`src/sv/uer_pkg.sv`:
```
// ----------------------------------------------------------------------------
// uer_pkg: shared types and constants of the ultrasonic echo ranger
// Register codes, reset values, field widths and the structs that pass the
// measurement state and one result item between modules.
// ----------------------------------------------------------------------------
package uer_pkg;

    localparam int unsigned UER_TRIG_W        = 10;
    localparam int unsigned UER_LIM_W         = 16;
    localparam int unsigned UER_CNT_W         = 16;
    localparam int unsigned UER_DIST_W        = 16;
    localparam int unsigned UER_CFG_W         = 16;
    localparam int unsigned UER_CFG_IDX_W     = 2;
    localparam int unsigned UER_COUNTS_PER_CM = 145;

    localparam logic [UER_TRIG_W-1:0] UER_TRIG_RST    = 10'd10;
    localparam logic [UER_LIM_W-1:0]  UER_WAIT_RST    = 16'hFFFF;
    localparam logic [UER_LIM_W-1:0]  UER_MEASURE_RST = 16'd51456;

    typedef enum logic [UER_CFG_IDX_W-1:0] {
        CFG_TRIGGER_TICKS = 2'd0,
        CFG_WAIT_LIMIT    = 2'd1,
        CFG_MEASURE_LIMIT = 2'd2
    } uer_cfg_idx_t;

    typedef enum logic [1:0] {
        PH_IDLE = 2'd0,
        PH_TRIG = 2'd1,
        PH_WAIT = 2'd2,
        PH_MEAS = 2'd3
    } uer_phase_t;

    typedef struct packed {
        logic [UER_TRIG_W-1:0] trigger_ticks;
        logic [UER_LIM_W-1:0]  wait_limit;
        logic [UER_LIM_W-1:0]  measure_limit;
    } uer_cfg_t;

    typedef struct packed {
        uer_phase_t            phase;
        logic [UER_CNT_W-1:0]  tick_count;
        logic [UER_DIST_W-1:0] last_distance;
    } uer_state_t;

    typedef struct packed {
        logic                  trig;
        logic                  busy;
        logic                  done;
        logic                  tout;
        logic [UER_DIST_W-1:0] distance;
    } uer_result_t;

endpackage

```
`src/sv/uer_div.sv`:
```
// ----------------------------------------------------------------------------
// uer_div: tick count to centimeters
// Divides the 16-bit echo count by a constant with one reciprocal multiply;
// the reciprocal is rounded up so the quotient is exact for every count.
// ----------------------------------------------------------------------------
module uer_div
    import uer_pkg::*;
#(
    parameter int unsigned COUNTS_PER_CM = UER_COUNTS_PER_CM
)
(
    input  logic [UER_CNT_W-1:0]  count,
    output logic [UER_DIST_W-1:0] quotient
);

    localparam int unsigned SHIFT   = UER_CNT_W + $clog2(COUNTS_PER_CM);
    localparam logic [63:0] RECIP64 =
        ((64'd1 << SHIFT) + 64'(COUNTS_PER_CM) - 64'd1) / 64'(COUNTS_PER_CM);
    localparam int unsigned RECIP_W = UER_CNT_W + 2;
    localparam int unsigned PROD_W  = UER_CNT_W + RECIP_W;
    localparam logic [RECIP_W-1:0] RECIP = RECIP64[RECIP_W-1:0];

    logic [PROD_W-1:0] prod;
    logic [PROD_W-1:0] shifted;

    assign prod     = {{RECIP_W{1'b0}}, count} * {{UER_CNT_W{1'b0}}, RECIP};
    assign shifted  = prod >> SHIFT;
    assign quotient = shifted[UER_DIST_W-1:0];

endmodule

```
`src/sv/uer_step.sv`:
```
// ----------------------------------------------------------------------------
// uer_step: one tick of the ranging sequence
// Next phase, tick count and reported distance, plus the result item, from
// the current state, the registered input item and the limit registers.
// ----------------------------------------------------------------------------
module uer_step
    import uer_pkg::*;
#(
    parameter int unsigned COUNTS_PER_CM = UER_COUNTS_PER_CM
)
(
    input  uer_state_t  cur_state,
    input  uer_cfg_t    cfg,
    input  logic        start_req,
    input  logic        echo,
    output uer_state_t  new_state,
    output uer_result_t result
);

    logic [UER_CNT_W-1:0]  trig_lim;
    logic [UER_CNT_W-1:0]  wait_lim;
    logic [UER_CNT_W-1:0]  meas_lim;
    logic [UER_CNT_W-1:0]  cnt_base;
    logic [UER_CNT_W-1:0]  cnt_inc;
    logic [UER_DIST_W-1:0] quot;
    uer_phase_t            ph;
    logic                  done;
    logic                  tout;

    // a zero limit acts as one
    assign trig_lim = (cfg.trigger_ticks == '0) ? UER_CNT_W'(1)
                                                : UER_CNT_W'(cfg.trigger_ticks);
    assign wait_lim = (cfg.wait_limit == '0) ? UER_CNT_W'(1) : cfg.wait_limit;
    assign meas_lim = (cfg.measure_limit == '0) ? UER_CNT_W'(1) : cfg.measure_limit;

    // a start in idle enters the trigger phase on this same tick
    assign ph       = (cur_state.phase == PH_IDLE && start_req) ? PH_TRIG
                                                                : cur_state.phase;
    assign cnt_base = (cur_state.phase == PH_IDLE) ? '0 : cur_state.tick_count;
    assign cnt_inc  = cnt_base + UER_CNT_W'(1);

    // distance on a falling echo uses the count before this tick
    uer_div #(
        .COUNTS_PER_CM (COUNTS_PER_CM)
    ) u_div (
        .count    (cur_state.tick_count),
        .quotient (quot)
    );

    always_comb
    begin
        new_state = cur_state;
        result    = '0;
        done      = 1'b0;
        tout      = 1'b0;

        case (ph)
            PH_TRIG:
            begin
                result.trig = 1'b1;
                result.busy = 1'b1;
                if (cnt_inc >= trig_lim)
                begin
                    new_state.phase      = PH_WAIT;
                    new_state.tick_count = '0;
                end
                else
                begin
                    new_state.phase      = PH_TRIG;
                    new_state.tick_count = cnt_inc;
                end
            end
            PH_WAIT:
            begin
                result.busy = 1'b1;
                if (echo)
                begin
                    new_state.phase      = PH_MEAS;
                    new_state.tick_count = UER_CNT_W'(1);
                    tout                 = (meas_lim == UER_CNT_W'(1));
                end
                else
                begin
                    new_state.tick_count = cnt_inc;
                    tout                 = (cnt_inc >= wait_lim);
                end
                done = tout;
            end
            PH_MEAS:
            begin
                result.busy = 1'b1;
                if (echo)
                begin
                    new_state.tick_count = cnt_inc;
                    tout                 = (cnt_inc >= meas_lim);
                    done                 = tout;
                end
                else
                begin
                    done = 1'b1;
                end
            end
            default:
            begin
                new_state.phase = PH_IDLE;
            end
        endcase

        if (done)
        begin
            new_state.last_distance = tout ? '0 : quot;
            new_state.phase         = PH_IDLE;
            new_state.tick_count    = '0;
            result.busy             = 1'b0;
        end

        result.done     = done;
        result.tout     = tout;
        result.distance = new_state.last_distance;
    end

endmodule

```
`src/sv/ultrasonic_echo_ranger.sv`:
```
// ----------------------------------------------------------------------------
// ultrasonic_echo_ranger: echo-time ultrasonic range finder
// One item per timer tick in, one result item per tick out.
// ----------------------------------------------------------------------------
// Each item is held in the input register, then in the result register.
// Throughput: 1 item per cycle while out_stall is low; the ranging step
//   and the constant divide settle between the input and result registers.
// Reset: rst_n clears phase to idle, count and distance to zero, and loads
//   the limit registers with their defaults; both pipeline stages empty.
module ultrasonic_echo_ranger
    import uer_pkg::*;
#(
    parameter int unsigned COUNTS_PER_CM = UER_COUNTS_PER_CM
)
(
    input  logic                     clk,
    input  logic                     rst_n,
    input  logic                     cfg_we,
    input  logic [UER_CFG_IDX_W-1:0] cfg_index,
    input  logic [UER_CFG_W-1:0]     cfg_data,
    input  logic                     in_valid,
    output logic                     in_stall,
    input  logic                     start_req,
    input  logic                     echo,
    output logic                     out_valid,
    input  logic                     out_stall,
    output logic                     trig,
    output logic                     busy_res,
    output logic                     done_res,
    output logic                     timed_out,
    output logic [UER_DIST_W-1:0]    distance_cm
);

    uer_cfg_t    cfg_reg;
    uer_state_t  state_reg;
    uer_state_t  state_next;
    uer_result_t res_next;
    uer_result_t res_reg;
    logic        s1_valid_reg;
    logic        s1_start_reg;
    logic        s1_echo_reg;
    logic        out_valid_reg;
    logic        accept;
    logic        advance;

    // the result register frees up when empty or when its item leaves
    assign advance  = s1_valid_reg && (!out_valid_reg || !out_stall);
    assign in_stall = s1_valid_reg && !advance;
    assign accept   = in_valid && !in_stall;

    always_ff @(posedge clk or negedge rst_n)
    begin
        if (!rst_n)
        begin
            cfg_reg.trigger_ticks <= UER_TRIG_RST;
            cfg_reg.wait_limit    <= UER_WAIT_RST;
            cfg_reg.measure_limit <= UER_MEASURE_RST;
        end
        else if (cfg_we)
        begin
            case (cfg_index)
                CFG_TRIGGER_TICKS: cfg_reg.trigger_ticks <= cfg_data[UER_TRIG_W-1:0];
                CFG_WAIT_LIMIT:    cfg_reg.wait_limit    <= cfg_data[UER_LIM_W-1:0];
                CFG_MEASURE_LIMIT: cfg_reg.measure_limit <= cfg_data[UER_LIM_W-1:0];
                default:           cfg_reg               <= cfg_reg;
            endcase
        end
    end

    uer_step #(
        .COUNTS_PER_CM (COUNTS_PER_CM)
    ) u_step (
        .cur_state (state_reg),
        .cfg       (cfg_reg),
        .start_req (s1_start_reg),
        .echo      (s1_echo_reg),
        .new_state (state_next),
        .result    (res_next)
    );

    always_ff @(posedge clk or negedge rst_n)
    begin
        if (!rst_n)
        begin
            s1_valid_reg  <= 1'b0;
            out_valid_reg <= 1'b0;
            state_reg     <= '{phase: PH_IDLE, tick_count: '0, last_distance: '0};
        end
        else
        begin
            if (accept)
            begin
                s1_valid_reg <= 1'b1;
            end
            else if (advance)
            begin
                s1_valid_reg <= 1'b0;
            end

            // state moves with the item that leaves the input register
            if (advance)
            begin
                state_reg     <= state_next;
                out_valid_reg <= 1'b1;
            end
            else if (!out_stall)
            begin
                out_valid_reg <= 1'b0;
            end
        end
    end

    always_ff @(posedge clk)
    begin
        if (accept)
        begin
            s1_start_reg <= start_req;
            s1_echo_reg  <= echo;
        end
        if (advance)
        begin
            res_reg <= res_next;
        end
    end

    assign out_valid   = out_valid_reg;
    assign trig        = res_reg.trig;
    assign busy_res    = res_reg.busy;
    assign done_res    = res_reg.done;
    assign timed_out   = res_reg.tout;
    assign distance_cm = res_reg.distance;

endmodule

```
`config.mk`:
```
export PLATFORM = sky130hd
export DESIGN_NAME = ultrasonic_echo_ranger
export DESIGN_NICKNAME = d
export VERILOG_FILES = /design/src/sv/uer_pkg.sv /design/src/sv/uer_div.sv /design/src/sv/uer_step.sv /design/src/sv/ultrasonic_echo_ranger.sv
export SDC_FILE = /design/constraint.sdc
export NUM_CORES = 1
export LEC_CHECK = 0
export BUFFER_PORTS_ARGS = -buffer_cell sky130_fd_sc_hd__buf_2
export CAP_MARGIN = 20
export CORE_MARGIN = 4
export CORE_UTILIZATION = 61
export DETAILED_ROUTE_END_ITERATION = 7
export PLACE_DENSITY_LB_ADDON = 0.1
export SLEW_MARGIN = 20
export SYNTH_ARGS = -nofsm -noshare
export SYNTH_HDL_FRONTEND = slang
export SYNTH_SLANG_ARGS = --single-unit
export TNS_END_PERCENT = 50
```
`constraint.sdc`:
```
create_clock -name clk -period 9.3 [get_ports clk]
set_input_delay 0.93 -clock clk [delete_from_list [all_inputs] [get_ports clk]]
set_output_delay 0.93 -clock clk [all_outputs]
set_load 0.03 [all_outputs]
```
# Yosys cells after proc, flatten, opt, wreduce, memory -nomap -nowiden
# Index checks and enable logic that the tools add are counted.
# op_classes
addsub	1
n_mul	1
magnitude_cmp	3
n_eq_ne	10
muxes	24
reduce_logical	22
# op_table
op	count
two-way mux 16 bit	5
greater-or-equal comparator 16 bit	3
one-hot mux 16 bit (3 select lines)	1
two-way mux 34 bit	1
multiplier 16 x 17 -> 33 bit, second input constant	1
logical NOT 16 bit	2
two-way mux 18 bit	1
adder 16 x 1 -> 16 bit, second input constant	1
== test 16 x 1 -> 1 bit, second input constant	1
logical NOT 10 bit	1
two-way mux 10 bit	1
two-way mux 1 bit	9
two-way mux 9 bit	1
== test 2 bit, second input constant	3
!= test 3 x 2 -> 1 bit, second input constant	2
one-hot mux 2 bit (3 select lines)	1
AND reduction 2 bit	3
AND reduction 3 bit	2
== test 2 x 1 -> 1 bit, second input constant	2
logical AND 1 bit	4
logical NOT 1 bit	4
logical NOT 2 bit	2
two-way mux 2 bit	2
!= test 2 x 1 -> 1 bit, second input constant	2
other kinds (5)	6
# word_totals
reg_bits	100
in_bits	25
word_cells	76

# Longest topological paths before layout
# Gate-level depths: netlist of the first run.
# logic_depth
depth_word	8
ltp_mapped	21

# Cells and area by module
# Synthesis of the first run repeated with hierarchy kept, for this count alone.
# hier_totals
hier_cells	1039
hier_area_um2	10765.3
# by_module_without_submodules
mod	n_inst	cells_each	area_each_um2	seq_area_each_um2
uer_div	1	501	4773.3	0.0
ultrasonic_echo_ranger	1	191	3659.8	2640.0
uer_step	1	347	2332.2	0.0

# Least setup slack after synthesis of the first run
# No wires, ideal clock.
# synth_path
path_type	reg-to-reg
from	register state_reg[29] (netlist bit)
to	register res_reg (netlist bit distance_cm[8]), data pin
arrival_ns	5.774
required_time_ns	9.044
setup_slack_ns	3.269
path_stages_with_launch	20
synth_period_minus_slack_ns	6.031
cell_sequence	dfrtp_1 > fa_1 > inv_1 > fa_1 > inv_1 > fa_1 > fa_1 > fa_1 > inv_1 > fa_1 > inv_1 > ha_1 > nand4_1 > nor3_1 > a221oi_1 > a41oi_1 > o21ai_0 > o21ai_0 > xnor2_1 > a22o_1
# synth_rtl
item	line_no	rtl
from (decl)	ultrasonic_echo_ranger.sv:35	uer_state_t state_reg;
from (signal assigned)	ultrasonic_echo_ranger.sv:87	state_reg <= '{phase: PH_IDLE, tick_count: '0, last_distance: '0};
from (signal assigned)	ultrasonic_echo_ranger.sv:103	state_reg <= state_next;
to (signal assigned)	ultrasonic_echo_ranger.sv:122	res_reg <= res_next;
to (decl)	ultrasonic_echo_ranger.sv:38	uer_result_t res_reg;

==> results of run 1 <==
## per-stage QoR
step / hold slack (ns) / setup slack [ns] / total power, W / utilization / cells
after floorplan: 0.444 / 3.27 / 0.00142 / - / 933
after detailed placement: 0.463 / 2.81 / 0.00174 / 0.648 / 1184
after global placement: 0.460 / 2.88 / 0.00171 / 0.648 / 1184
final: 0.380 / 2.80 / 0.00209 / 0.667 / 1200
after CTS: 0.373 / 2.80 / 0.00212 / 0.667 / 1200
after global routing: 0.374 / 2.41 / 0.00234 / 0.667 / 1200
## synthesized netlist by cell type (all sizes together), types with 4 or more instances
| cell type | n |
|---|---|
| nand2b | 13 |
| nor4 | 11 |
| fa | 82 |
| o21ai | 33 |
| inv | 200 |
| a211oi | 6 |
| o2111ai | 4 |
| dfstp | 22 |
| nor2 | 29 |
| edfxtp | 22 |
| nand2 | 40 |
| xnor2 | 18 |
| xor2 | 9 |
| nand4 | 10 |
| dfrtp | 56 |
| nor3 | 10 |
| and2 | 19 |
| mux2i | 4 |
| a22o | 21 |
| a21oi | 21 |
| a21o | 12 |
| ha | 176 |
| clkbuf | 13 |
| nand3 | 12 |
| mux2 | 35 |
## final cells by class
class                           instances  area (um2)  area share
Tap cell                              216         270      0.0256
Clock inverter                          6        62.6     0.00593
Inverter                              201         754      0.0715
Multi-Input combinational cell        617        6330       0.600
Sequential cell                       100        2640       0.250
Clock buffer                           10         229      0.0217
Timing Repair Buffer                   50         263      0.0249
## critical path, cell delays in order (launching register included)
cell and delay (ns):
dfrtp_1 0.52, fa_1 0.73, inv_1 0.13, fa_1 0.54, inv_1 0.05, fa_1 0.45
fa_1 0.52, fa_1 0.54, inv_1 0.05, fa_1 0.52, inv_1 0.05, ha_1 0.29
nand4_1 0.15, nor3_1 0.29, o2111ai_1 0.18, a41oi_1 0.43, o21ai_0 0.25, o21ai_0 0.25
xnor2_1 0.12, a22o_1 0.20
## layer usage
metal  share of wire  track usage  vias up
met5               0            0        -
met2            0.51        0.425      106
met1            0.44        0.316     3282
li1                -            -     3237
met3           0.033       0.0358       25
met4           0.020       0.0656        0
## cell usage in the layout, fill, tap and decap left out, types with 6 or more instances in the layout
cell and count:
nor2_1 29, xnor2_1 18, nand2b_1 12, nand2_1 40
a211oi_1 6, nand3_1 11, nor4_1 10, edfxtp_1 22
xor2_1 9, a21oi_1 21, nor3_1 9, fa_1 82
a22o_1 20, dfrtp_1 56, o21ai_0 29, a21o_1 12
inv_1 199, clkbuf_16 9, buf_2 45, and2_1 18
nand4_1 10, dfstp_2 22, ha_1 176, mux2_2 35
## power breakdown
group	leakage (nW)	switching, W	internal (W)	total [W]
Sequential	1.18	0.0000835	0.000518	0.000601
Clock	0.143	0.000179	0.000190	0.000369
Combinational	4.50	0.000657	0.000459	0.00112
Total	5.82	0.000920	0.00117	0.00209
## worst paths after layout
check,startpoint,end,depth (start not counted)
max in group asynchronous,rst_n,cfg_reg[5]$_DFFE_PN0P_,2
max reg2reg,state_reg[29]$_DFFE_PN0P_,distance_cm[8]$_DFFE_PP_,19
min in group clk,state_reg[15]$_DFFE_PN0P_,state_reg[15]$_DFFE_PN0P_,1
min,rst_n,state_reg[10]$_DFFE_PN0P_,1
max,state_reg[29]$_DFFE_PN0P_,distance_cm[8]$_DFFE_PP_,19
min reg2reg,state_reg[15]$_DFFE_PN0P_,state_reg[15]$_DFFE_PN0P_,1
## kinds of logic after synthesis
logic type | count (synthesis) | synth area share
DFF | 100 | 0.270
xor gates and xnor gates | 27 | 0.0242
and+or+nand+nor | 158 | 0.0858
adders and majority gates | 260 | 0.395
buffers and inverters | 216 | 0.0837
muxes | 39 | 0.0447
AOI/OAI and AO/OA | 133 | 0.0973
==> impl_metrics.xml, run 1 <==
<?xml version="1.0" encoding="UTF-8"?>
<metrics>
  <group name="run_status">
    <metric name="status" unit="">finished, final reports clean</metric>
  </group>
  <group name="sta">
    <metric name="setup-violations-final" unit="">0</metric>
    <metric name="max_slew.worst_pin.slew" unit="ns">0.906</metric>
    <metric name="rsz0062_at_grt" unit="">false</metric>
    <metric name="timing.final.max_slew_violations" unit="">0</metric>
    <metric name="max_slew_margin" unit="">0.396</metric>
    <metric name="fmax" unit="MHz">154</metric>
    <metric name="hold_viol" unit="">0</metric>
    <metric name="finalWorstPathRequiredPeriod" unit="ns">6.50</metric>
    <metric name="timing.final.crit_share" unit="">0.699</metric>
    <metric name="fin_tns_setup" unit="ns">0</metric>
    <metric name="skew" unit="ns">0.0127</metric>
  </group>
  <group name="worst_setup_path">
    <metric name="worstPathRequired" unit="ns">9.41</metric>
    <metric name="setup.reg_to_reg.worst_slack" unit="ns">2.80</metric>
    <metric name="crit_fanout" unit="">9</metric>
    <metric name="timing.critical_path.arrival" unit="ns">6.61</metric>
    <metric name="start_kind" unit="">flip-flop</metric>
    <metric name="path_class" unit="">flip-flop to flip-flop</metric>
    <metric name="worstSetupEndpointType" unit="">flip-flop</metric>
  </group>
  <group name="cts">
    <metric name="clockBufferDepth" unit="">2</metric>
    <metric name="clock_sinks" unit="">100</metric>
    <metric name="clock-root-buffer" unit="">clkbuf_16</metric>
    <metric name="worstSkewPairLatency" unit="ns">0.36</metric>
    <metric name="post-cts-setup-buffers" unit="">0</metric>
    <metric name="clock_tree_from_tritoncts" unit="">done</metric>
    <metric name="post_cts.resized_instances" unit="">0</metric>
    <metric name="clk_slew_on_worst_s_h_paths" unit="ns">0.07</metric>
    <metric name="numCtsBuffers" unit="">9</metric>
    <metric name="cts-htree-levels" unit="">3</metric>
    <metric name="ctsHoldBuffers" unit="">0</metric>
  </group>
  <group name="yosys">
    <metric name="synthCells" unit="">933</metric>
    <metric name="synth_edf_count" unit="">22</metric>
    <metric name="synthFlopType" unit="">dfrtp_1</metric>
    <metric name="seq_area_frac_synth" unit="">0.270</metric>
    <metric name="synth.top_cells.by_area" unit="">ha_1, fa_1, dfrtp_1</metric>
    <metric name="synthesized_area_per_cell" unit="um2">10.5</metric>
    <metric name="synth-seq-cells" unit="">100</metric>
    <metric name="synth_top_area_cell" unit="">ha_1</metric>
    <metric name="yosysWarnings" unit="">0</metric>
    <metric name="synth.net_count" unit="">1216</metric>
    <metric name="ys_async_rst_share" unit="">0.780</metric>
    <metric name="yosys.cell_types.count" unit="">73</metric>
    <metric name="yosysTopAreaCellShare" unit="">0.225</metric>
    <metric name="synthesis.area" unit="um2">9790</metric>
  </group>
  <group name="cells_and_area">
    <metric name="num_antenna_cells" unit="">0</metric>
    <metric name="post-route-cell-area" unit="um2">10600</metric>
    <metric name="flip_flop_count_of_the_largest_register_all_copies_and_words_added" unit="">42</metric>
    <metric name="area_growth_syn_to_layout" unit="%">7.81</metric>
    <metric name="post_route_cells_drive_above_1_share" unit="">0.141</metric>
    <metric name="fillCellCount" unit="">1287</metric>
    <metric name="final_nets" unit="">1262</metric>
  </group>
  <group name="detailed_routing">
    <metric name="drt_iter0_drc" unit="">315</metric>
    <metric name="antenna_violating_nets_post_route" unit="">0</metric>
    <metric name="detailedRoute.firstPassIterationCount" unit="">5</metric>
    <metric name="detail_route.drc_violations" unit="">0</metric>
    <metric name="wl" unit="mm">20.3</metric>
    <metric name="wl_per_cell" unit="um">16.9</metric>
    <metric name="viasPerCell" unit="">5.54</metric>
    <metric name="vias" unit="">6650</metric>
  </group>
  <group name="floorplanning">
    <metric name="die_h" unit="um">135</metric>
    <metric name="std_cell_rows" unit="">46</metric>
    <metric name="overall_die_width" unit="um">135</metric>
    <metric name="die_ar" unit="um2">18100</metric>
    <metric name="io-pin-count" unit="">47</metric>
    <metric name="core_region_area" unit="um2">15800</metric>
    <metric name="initial_core_util" unit="">0.618</metric>
  </group>
  <group name="flow_run">
    <metric name="drv_cap" unit="">0</metric>
  </group>
  <group name="grt">
    <metric name="grtUsageTotal" unit="">0.243</metric>
    <metric name="grt_pass1_wl" unit="mm">34.9</metric>
    <metric name="grt_pass1_vias" unit="">6987</metric>
    <metric name="grt_max_degree" unit="">72</metric>
    <metric name="grt_remaining_overflow" unit="">0</metric>
    <metric name="grt_antenna_before_repair" unit="">0</metric>
  </group>
  <group name="placed_design">
    <metric name="post-dp-hpwl" unit="mm">16.9</metric>
    <metric name="buffer_ports.inserted" unit="">46</metric>
    <metric name="gp_routability_congestion" unit="">0.904</metric>
    <metric name="placed_cell_area" unit="um2">10300</metric>
  </group>
  <group name="power">
    <metric name="worst_ir_drop_vdd" unit="mV">0.178</metric>
    <metric name="total_leakage_power" unit="nW">5.82</metric>
    <metric name="powerDensity" unit="nW/um2">198</metric>
  </group>
  <group name="worst_hold_path">
    <metric name="hold_crit_class" unit="">input pin to asynchronous set/reset pin</metric>
  </group>
</metrics>
Power figures use the tool's default switching activity.
==> inputs of run 2 (changes only) <==
- CORE_UTILIZATION: 61 -> 58
- clock period: 9.3 -> 5.9 ns (I/O delays scaled with it)
==> run 2 against run 1 <==
  * Clock power grew 63%
  * Final cell count up 3.2%
  * Sequential power increased by 48%
  * Register-to-register slack lost 2.8 ns
  * Worst setup slack got worse by 2.8 ns
  * Non-clock buffer count is 34 higher
  * Clock skew about the same
  * Maximum frequency increased by 11%
  * Sequential share of layout area shrank 0.95 points
  * Count of clock-buffer cells in the layout rose by 1
  * Worst hold slack better by 0.014 ns
  * Critical endpoint is now distance_cm[5]$_DFFE_PP_
  * Largest cell class unchanged
  * Largest power group unchanged
==> impl_metrics.xml, run 2 (synthesized netlist as in run 1, its figures left out) <==
<?xml version="1.0" encoding="UTF-8"?>
<metrics>
  <group name="floorplanning">
    <metric name="initial_core_util" unit="">0.590</metric>
    <metric name="overall_die_width" unit="um">138</metric>
    <metric name="die_h" unit="um">138</metric>
    <metric name="die_ar" unit="um2">19000</metric>
    <metric name="core_region_area" unit="um2">16600</metric>
    <metric name="std_cell_rows" unit="">47</metric>
    <metric name="io-pin-count" unit="">47</metric>
  </group>
  <group name="placed_design">
    <metric name="placement.setup.worst_slack" unit="ns">-0.188</metric>
    <metric name="post-dp-hpwl" unit="mm">17.9</metric>
    <metric name="gp_routability_congestion" unit="">0.912</metric>
    <metric name="dpl.cell_count" unit="">1219</metric>
    <metric name="buffer_ports.inserted" unit="">46</metric>
  </group>
  <group name="grt">
    <metric name="grt_pass1_wl" unit="mm">35.8</metric>
    <metric name="grt_antenna_before_repair" unit="">0</metric>
    <metric name="grt_max_degree" unit="">79</metric>
    <metric name="grt_remaining_overflow" unit="">0</metric>
    <metric name="global_route.peak_usage_layer" unit="">met2</metric>
    <metric name="grt_util_met3" unit="">0.0461</metric>
    <metric name="grtUsageTotal" unit="">0.246</metric>
    <metric name="grt_use_met2" unit="">0.432</metric>
    <metric name="grt_util_met1" unit="">0.300</metric>
    <metric name="grt_pass1_vias" unit="">7128</metric>
  </group>
  <group name="run_status">
    <metric name="status" unit="">finished, final reports clean</metric>
  </group>
  <group name="detailed_routing">
    <metric name="vias" unit="">6770</metric>
    <metric name="wl_per_cell" unit="um">17.5</metric>
    <metric name="antenna_violating_nets_post_route" unit="">0</metric>
    <metric name="wl" unit="mm">21.7</metric>
    <metric name="detail_route.drc_violations" unit="">0</metric>
    <metric name="detailedRoute.firstPassIterationCount" unit="">5</metric>
    <metric name="viasPerCell" unit="">5.47</metric>
    <metric name="drt_iter0_drc" unit="">243</metric>
  </group>
  <group name="sta">
    <metric name="timing.final.max_slew_violations" unit="">0</metric>
    <metric name="max_slew.worst_pin.slew" unit="ns">1.00</metric>
    <metric name="setup-violations-final" unit="">0</metric>
    <metric name="timing.final.crit_share" unit="">0.993</metric>
    <metric name="setup_slack" unit="ns">0.0419</metric>
    <metric name="skew" unit="ns">0.0127</metric>
    <metric name="finalWorstPathRequiredPeriod" unit="ns">5.86</metric>
    <metric name="rsz0062_at_grt" unit="">true</metric>
    <metric name="fin_tns_setup" unit="ns">0</metric>
    <metric name="fmax" unit="MHz">171</metric>
    <metric name="max_slew_margin" unit="">0.332</metric>
    <metric name="hold_viol" unit="">0</metric>
  </group>
  <group name="cells_and_area">
    <metric name="area_growth_syn_to_layout" unit="%">12.1</metric>
    <metric name="final_nets" unit="">1296</metric>
    <metric name="finalCoreUtilization" unit="">0.662</metric>
    <metric name="flip_flop_count_of_the_largest_register_all_copies_and_words_added" unit="">42</metric>
    <metric name="post_route_cells_drive_above_1_share" unit="">0.193</metric>
    <metric name="finish.cell_count_without_fillers" unit="">1238</metric>
    <metric name="num_antenna_cells" unit="">0</metric>
    <metric name="layout.cells.most_common_list" unit="">inv_1, ha_1, fa_1</metric>
    <metric name="final_common_cell" unit="">inv_1</metric>
  </group>
  <group name="power">
    <metric name="total_leakage_power" unit="nW">5.98</metric>
    <metric name="power.clock.fraction" unit="">0.176</metric>
    <metric name="power.share.combinational" unit="">0.564</metric>
    <metric name="finalPower" unit="W">0.00343</metric>
    <metric name="power.internal" unit="W">0.00191</metric>
    <metric name="netSwitchingPower" unit="W">0.00152</metric>
    <metric name="power_frac_seq" unit="">0.260</metric>
    <metric name="powerDensity" unit="nW/um2">312</metric>
    <metric name="worst_ir_drop_vdd" unit="mV">0.259</metric>
    <metric name="power.switching_fraction" unit="">0.442</metric>
  </group>
  <group name="worst_setup_path">
    <metric name="timing.critical_path.arrival" unit="ns">5.96</metric>
    <metric name="crit_fanout" unit="">4</metric>
    <metric name="path_class" unit="">flip-flop to flip-flop</metric>
    <metric name="worstPathRequired" unit="ns">6.00</metric>
    <metric name="worstSetupEndpointType" unit="">flip-flop</metric>
    <metric name="start_kind" unit="">flip-flop</metric>
  </group>
  <group name="cts">
    <metric name="clock_tree_from_tritoncts" unit="">done</metric>
    <metric name="cts-htree-levels" unit="">3</metric>
    <metric name="numCtsBuffers" unit="">9</metric>
    <metric name="worstSkewPairLatency" unit="ns">0.36</metric>
    <metric name="clockBufferDepth" unit="">2</metric>
    <metric name="clk_slew_on_worst_s_h_paths" unit="ns">0.08</metric>
    <metric name="clock-root-buffer" unit="">clkbuf_16</metric>
    <metric name="clock_sinks" unit="">100</metric>
  </group>
  <group name="worst_hold_path">
    <metric name="hold_crit_class" unit="">input pin to asynchronous set/reset pin</metric>
  </group>
  <group name="flow_run">
    <metric name="drv_cap" unit="">0</metric>
  </group>
</metrics>
[run 2: per-layer routing]
| metal | share of wire | vias to the layer above |
|---|---|---|
| met5 | 0 | - |
| met4 | 0.039 | 0 |
| met3 | 0.032 | 47 |
| met2 | 0.51 | 125 |
| met1 | 0.42 | 3295 |
| li1 | - | 3303 |
[run 2: power groups by stage]
stage,Clock (W),Sequential (W),Combinational (W)
5_1_grt,0.000640,0.000905,0.00226
3_5_place_dp,0,0.000906,0.00193
4_1_cts,0.000613,0.000893,0.00196
2_1_floorplan,0,0.000925,0.00131
3_3_place_gp,0,0.000903,0.00186
6_report,0.000602,0.000892,0.00193
[run 2: worst paths after layout]
path	start	to	slack (ns)	cells after the start
min in group clk	start_req	s1_start_reg$_DFFE_PP_	0.42	1
worst max register to register	state_reg[29]$_DFFE_PN0P_	distance_cm[5]$_DFFE_PP_	0.04	20
worst max-delay path	state_reg[29]$_DFFE_PN0P_	distance_cm[5]$_DFFE_PP_	0.04	20
worst min-delay path	rst_n	state_reg[13]$_DFFE_PN0P_	0.39	1
max in group asynchronous	rst_n	state_reg[17]$_DFFE_PN0P_	4.86	1
worst min register to register	state_reg[13]$_DFFE_PN0P_	state_reg[13]$_DFFE_PN0P_	0.48	1
[run 2: repair_timing]
| action | 4_1_cts | 5_1_grt |
|---|---|---|
| resized for setup | 10 | 14 |
| pin swaps | 17 | 19 |
| setup endpoints to repair | 11 | 17 |
| hold buffers | 0 | 0 |
| buffers inserted | 2 | 2 |
[run 2: cell type report]
cell class / instances / area, um2
fillers: 1352 / 5610
inverters: 201 / 754
repair buffers: 84 / 531
flip-flops and latches: 100 / 2640
multi-input cells: 617 / 6470
clock inverters: 5 / 48.8
clock buffers: 11 / 254
well taps: 220 / 275
[run 2: stage by stage]
step | cell area (um2) | hold WS (ns)
2_1_floorplan | 9810 | 0.294
3_3_place_gp | 10500 | 0.459
3_5_place_dp | 10500 | 0.467
4_1_cts | 10900 | 0.409
5_1_grt | 11000 | 0.409
6_report | 11000 | 0.394
[run 2: critical path, stage by stage (launching register included)]
cell	delay [ns]
dfrtp_1	0.41
fa_2	0.62
buf_12	0.12
fa_1	0.45
ha_4	0.25
xnor2_1	0.14
fa_1	0.54
inv_1	0.06
fa_1	0.53
inv_1	0.05
fa_1	0.52
inv_1	0.06
ha_4	0.25
nand4_1	0.17
nor2_2	0.07
o311ai_2	0.33
a41oi_2	0.24
or3_1	0.35
a31oi_1	0.16
xor2_1	0.21
o21ai_1	0.07
==> inputs of run 3 (changes only) <==
- ABC_AREA: default -> 1
==> run 3 against run 2 <==
  * Worst setup slack better by 0.30 ns
  * Clock power is 0.7% lower
  * Critical path depth is 1 lower
  * Worst hold slack lost 0.028 ns
  * Critical endpoint is now distance_cm[1]$_DFFE_PP_
==> impl_metrics.xml, run 3 <==
<?xml version="1.0" encoding="UTF-8"?>
<metrics>
  <group name="run_status">
    <metric name="status" unit="">finished, final reports clean</metric>
  </group>
  <group name="worst_setup_path">
    <metric name="worstSetupEndpointType" unit="">flip-flop</metric>
    <metric name="path_class" unit="">flip-flop to flip-flop</metric>
    <metric name="worstPathRequired" unit="ns">6.02</metric>
    <metric name="timing.critical_path.arrival" unit="ns">5.68</metric>
    <metric name="crit_fanout" unit="">4</metric>
    <metric name="start_kind" unit="">flip-flop</metric>
  </group>
  <group name="placed_design">
    <metric name="placement.setup.worst_slack" unit="ns">0.274</metric>
    <metric name="dpl.cell_count" unit="">1576</metric>
    <metric name="gp_routability_congestion" unit="">0.892</metric>
    <metric name="post-dp-hpwl" unit="mm">20.3</metric>
    <metric name="buffer_ports.inserted" unit="">46</metric>
  </group>
  <group name="cts">
    <metric name="worstSkewPairLatency" unit="ns">0.36</metric>
    <metric name="cts-htree-levels" unit="">3</metric>
    <metric name="post_cts.resized_instances" unit="">0</metric>
    <metric name="clock_tree_from_tritoncts" unit="">done</metric>
    <metric name="post-cts-setup-buffers" unit="">0</metric>
    <metric name="clock_sinks" unit="">100</metric>
    <metric name="clockBufferDepth" unit="">2</metric>
    <metric name="numCtsBuffers" unit="">9</metric>
    <metric name="ctsHoldBuffers" unit="">0</metric>
    <metric name="clock-root-buffer" unit="">clkbuf_16</metric>
    <metric name="clk_slew_on_worst_s_h_paths" unit="ns">0.08</metric>
  </group>
  <group name="floorplanning">
    <metric name="core_region_area" unit="um2">18000</metric>
    <metric name="std_cell_rows" unit="">49</metric>
    <metric name="die_ar" unit="um2">20700</metric>
    <metric name="io-pin-count" unit="">47</metric>
    <metric name="initial_core_util" unit="">0.593</metric>
    <metric name="die_h" unit="um">144</metric>
    <metric name="overall_die_width" unit="um">144</metric>
  </group>
  <group name="sta">
    <metric name="setup-violations-final" unit="">0</metric>
    <metric name="hold_viol" unit="">0</metric>
    <metric name="setup_slack" unit="ns">0.344</metric>
    <metric name="skew" unit="ns">0.00766</metric>
    <metric name="rsz0062_at_grt" unit="">true</metric>
    <metric name="max_slew_margin" unit="">0.317</metric>
    <metric name="fmax" unit="MHz">180</metric>
    <metric name="timing.final.crit_share" unit="">0.942</metric>
    <metric name="timing.final.max_slew_violations" unit="">0</metric>
    <metric name="finalWorstPathRequiredPeriod" unit="ns">5.56</metric>
    <metric name="max_slew.worst_pin.slew" unit="ns">1.02</metric>
  </group>
  <group name="grt">
    <metric name="grt_pass1_wl" unit="mm">40.4</metric>
    <metric name="grtUsageTotal" unit="">0.247</metric>
    <metric name="grt_max_degree" unit="">79</metric>
    <metric name="grt_pass1_vias" unit="">8155</metric>
    <metric name="grt_antenna_before_repair" unit="">0</metric>
    <metric name="grt_remaining_overflow" unit="">0</metric>
  </group>
  <group name="yosys">
    <metric name="synth.top_cells.by_area" unit="">ha_1, fa_1, dfrtp_1</metric>
    <metric name="yosysMostFrequentCell" unit="">inv_1</metric>
    <metric name="synth_top_area_cell" unit="">ha_1</metric>
    <metric name="synth_commonest_cells" unit="">inv_1, nand2_1, ha_1</metric>
    <metric name="yosys.cell_types.count" unit="">42</metric>
    <metric name="synth_edf_count" unit="">22</metric>
    <metric name="ys_async_rst_share" unit="">0.780</metric>
    <metric name="yosysWarnings" unit="">0</metric>
    <metric name="yosysTopAreaCellShare" unit="">0.206</metric>
    <metric name="synth.net_count" unit="">1581</metric>
    <metric name="synthCells" unit="">1298</metric>
    <metric name="synthFlopType" unit="">dfrtp_1</metric>
    <metric name="synth-seq-cells" unit="">100</metric>
    <metric name="synthesis.area" unit="um2">10700</metric>
    <metric name="synthesized_area_per_cell" unit="um2">8.23</metric>
    <metric name="seq_area_frac_synth" unit="">0.247</metric>
  </group>
  <group name="power">
    <metric name="power.switching_fraction" unit="">0.430</metric>
    <metric name="total_leakage_power" unit="nW">6.71</metric>
    <metric name="powerDensity" unit="nW/um2">232</metric>
    <metric name="power.internal" unit="W">0.00153</metric>
    <metric name="power_frac_seq" unit="">0.342</metric>
    <metric name="power.clock.fraction" unit="">0.222</metric>
    <metric name="netSwitchingPower" unit="W">0.00116</metric>
    <metric name="power.share.combinational" unit="">0.435</metric>
    <metric name="worst_ir_drop_vdd" unit="mV">0.210</metric>
    <metric name="finalPower" unit="W">0.00269</metric>
  </group>
  <group name="flow_run">
    <metric name="drv_cap" unit="">0</metric>
  </group>
  <group name="detailed_routing">
    <metric name="vias" unit="">8333</metric>
    <metric name="detailedRoute.firstPassIterationCount" unit="">5</metric>
    <metric name="viasPerCell" unit="">5.23</metric>
    <metric name="wl_per_cell" unit="um">15.3</metric>
    <metric name="antenna_violating_nets_post_route" unit="">0</metric>
    <metric name="wl" unit="mm">24.4</metric>
    <metric name="detail_route.drc_violations" unit="">0</metric>
    <metric name="drt_iter0_drc" unit="">421</metric>
  </group>
  <group name="cells_and_area">
    <metric name="flip_flop_count_of_the_largest_register_all_copies_and_words_added" unit="">42</metric>
    <metric name="area_growth_syn_to_layout" unit="%">8.28</metric>
    <metric name="layout.cells.most_common_list" unit="">inv_1, nand2_1, ha_1</metric>
    <metric name="num_antenna_cells" unit="">0</metric>
    <metric name="post_route_cells_drive_above_1_share" unit="">0.101</metric>
    <metric name="final_common_cell" unit="">inv_1</metric>
    <metric name="finalCoreUtilization" unit="">0.642</metric>
    <metric name="area_occupied_by_multi_input_gates" unit="um2">6860</metric>
    <metric name="register_area" unit="um2">2640</metric>
    <metric name="finish.cell_count_without_fillers" unit="">1592</metric>
    <metric name="final_nets" unit="">1641</metric>
    <metric name="fillCellCount" unit="">1596</metric>
  </group>
  <group name="worst_hold_path">
    <metric name="hold_crit_class" unit="">input pin to asynchronous set/reset pin</metric>
  </group>
</metrics>
## run 3: cell types whose count changed after synthesis, moves of 6 or more
cell      before  now
a21oi_1       21   53
nor2_1        29   75
and2_1        18    0
o21ai_0       29   74
inv_1        199  290
nand4_1       10   16
xnor2_1       18    9
nand2b_1      12    0
a22o_1        20    0
mux2_2        35    0
nand3_2        1   11
nand3_1       11   48
nand2_1       40  269
## run 3: metrics by stage
step / area [um2] / hold slack [ns] / TNS (ns)
after global routing: 11600 / 0.412 / -0.0214
after floorplan: 10700 / 0.294 / 0
after CTS: 11600 / 0.413 / 0
after detailed placement: 11300 / 0.466 / 0
final: 11600 / 0.365 / 0
after global placement: 11300 / 0.464 / 0
## run 3: critical path, stage by stage (launching register included)
cell and delay, ns:
dfrtp_1 0.40, fa_1 0.57, inv_1 0.09, fa_1 0.53, inv_1 0.06, fa_1 0.51
fa_1 0.52, fa_1 0.54, inv_1 0.05, fa_1 0.52, inv_1 0.04, ha_1 0.33
a21o_1 0.20, a21boi_1 0.16, nor2_1 0.06, a211oi_1 0.18, nand2_1 0.13, or2_2 0.28
nand3_1 0.08, nand2_1 0.05
## run 3: worst paths after layout
kind	to	cells after the start	slack, ns	from
max	distance_cm[1]$_DFFE_PP_	19	0.34	state_reg[29]$_DFFE_PN0P_
min	state_reg[2]$_DFFE_PN0P_	1	0.37	rst_n
max reg2reg	distance_cm[1]$_DFFE_PP_	19	0.34	state_reg[29]$_DFFE_PN0P_
min reg2reg	state_reg[4]$_DFFE_PN0P_	2	0.48	state_reg[4]$_DFFE_PN0P_
max in group asynchronous	state_reg[21]$_DFFE_PN0P_	1	4.83	rst_n
min in group clk	s1_echo_reg$_DFFE_PP_	1	0.42	echo
## run 3: kinds of logic after synthesis
logic type / Yosys count / synth area share
AO/OA/AOI/OAI: 155 / 0.0790
XOR/XNOR: 21 / 0.0172
adder cells (fa/ha/maj): 258 / 0.360
buffers and inverters: 311 / 0.112
flip-flops: 100 / 0.247
AND/OR/NAND/NOR: 453 / 0.185
## run 3: area by class of cell
| class | count | share of cell area |
|---|---|---|
| Clock buffer | 9 | 0.0195 |
| Clock inverter | 7 | 0.00595 |
| Inverter | 293 | 0.0950 |
| Multi-Input combinational cell | 887 | 0.593 |
| Sequential cell | 100 | 0.228 |
| Tap cell | 229 | 0.0248 |
| Timing Repair Buffer | 67 | 0.0337 |
## run 3: power by group through the flow
stage	sequential [W]	clock (W)	combinational [W]
after global routing	0.000937	0.000631	0.00135
after CTS	0.000923	0.000604	0.00117
after detailed placement	0.000935	0	0.00117
final	0.000921	0.000598	0.00117
after global placement	0.000932	0	0.00114
after floorplan	0.000954	0	0.000831
## run 3: routing by layer
metal  part of all wire  vias up  GRT usage  wire length (um)
met5                  0        -          0                 0
met4              0.016        0     0.0481               389
met3              0.043       32     0.0366              1050
met2               0.45      160      0.393             11000
met1               0.49     3927      0.364             11900
li1                   -     4214          -                 -
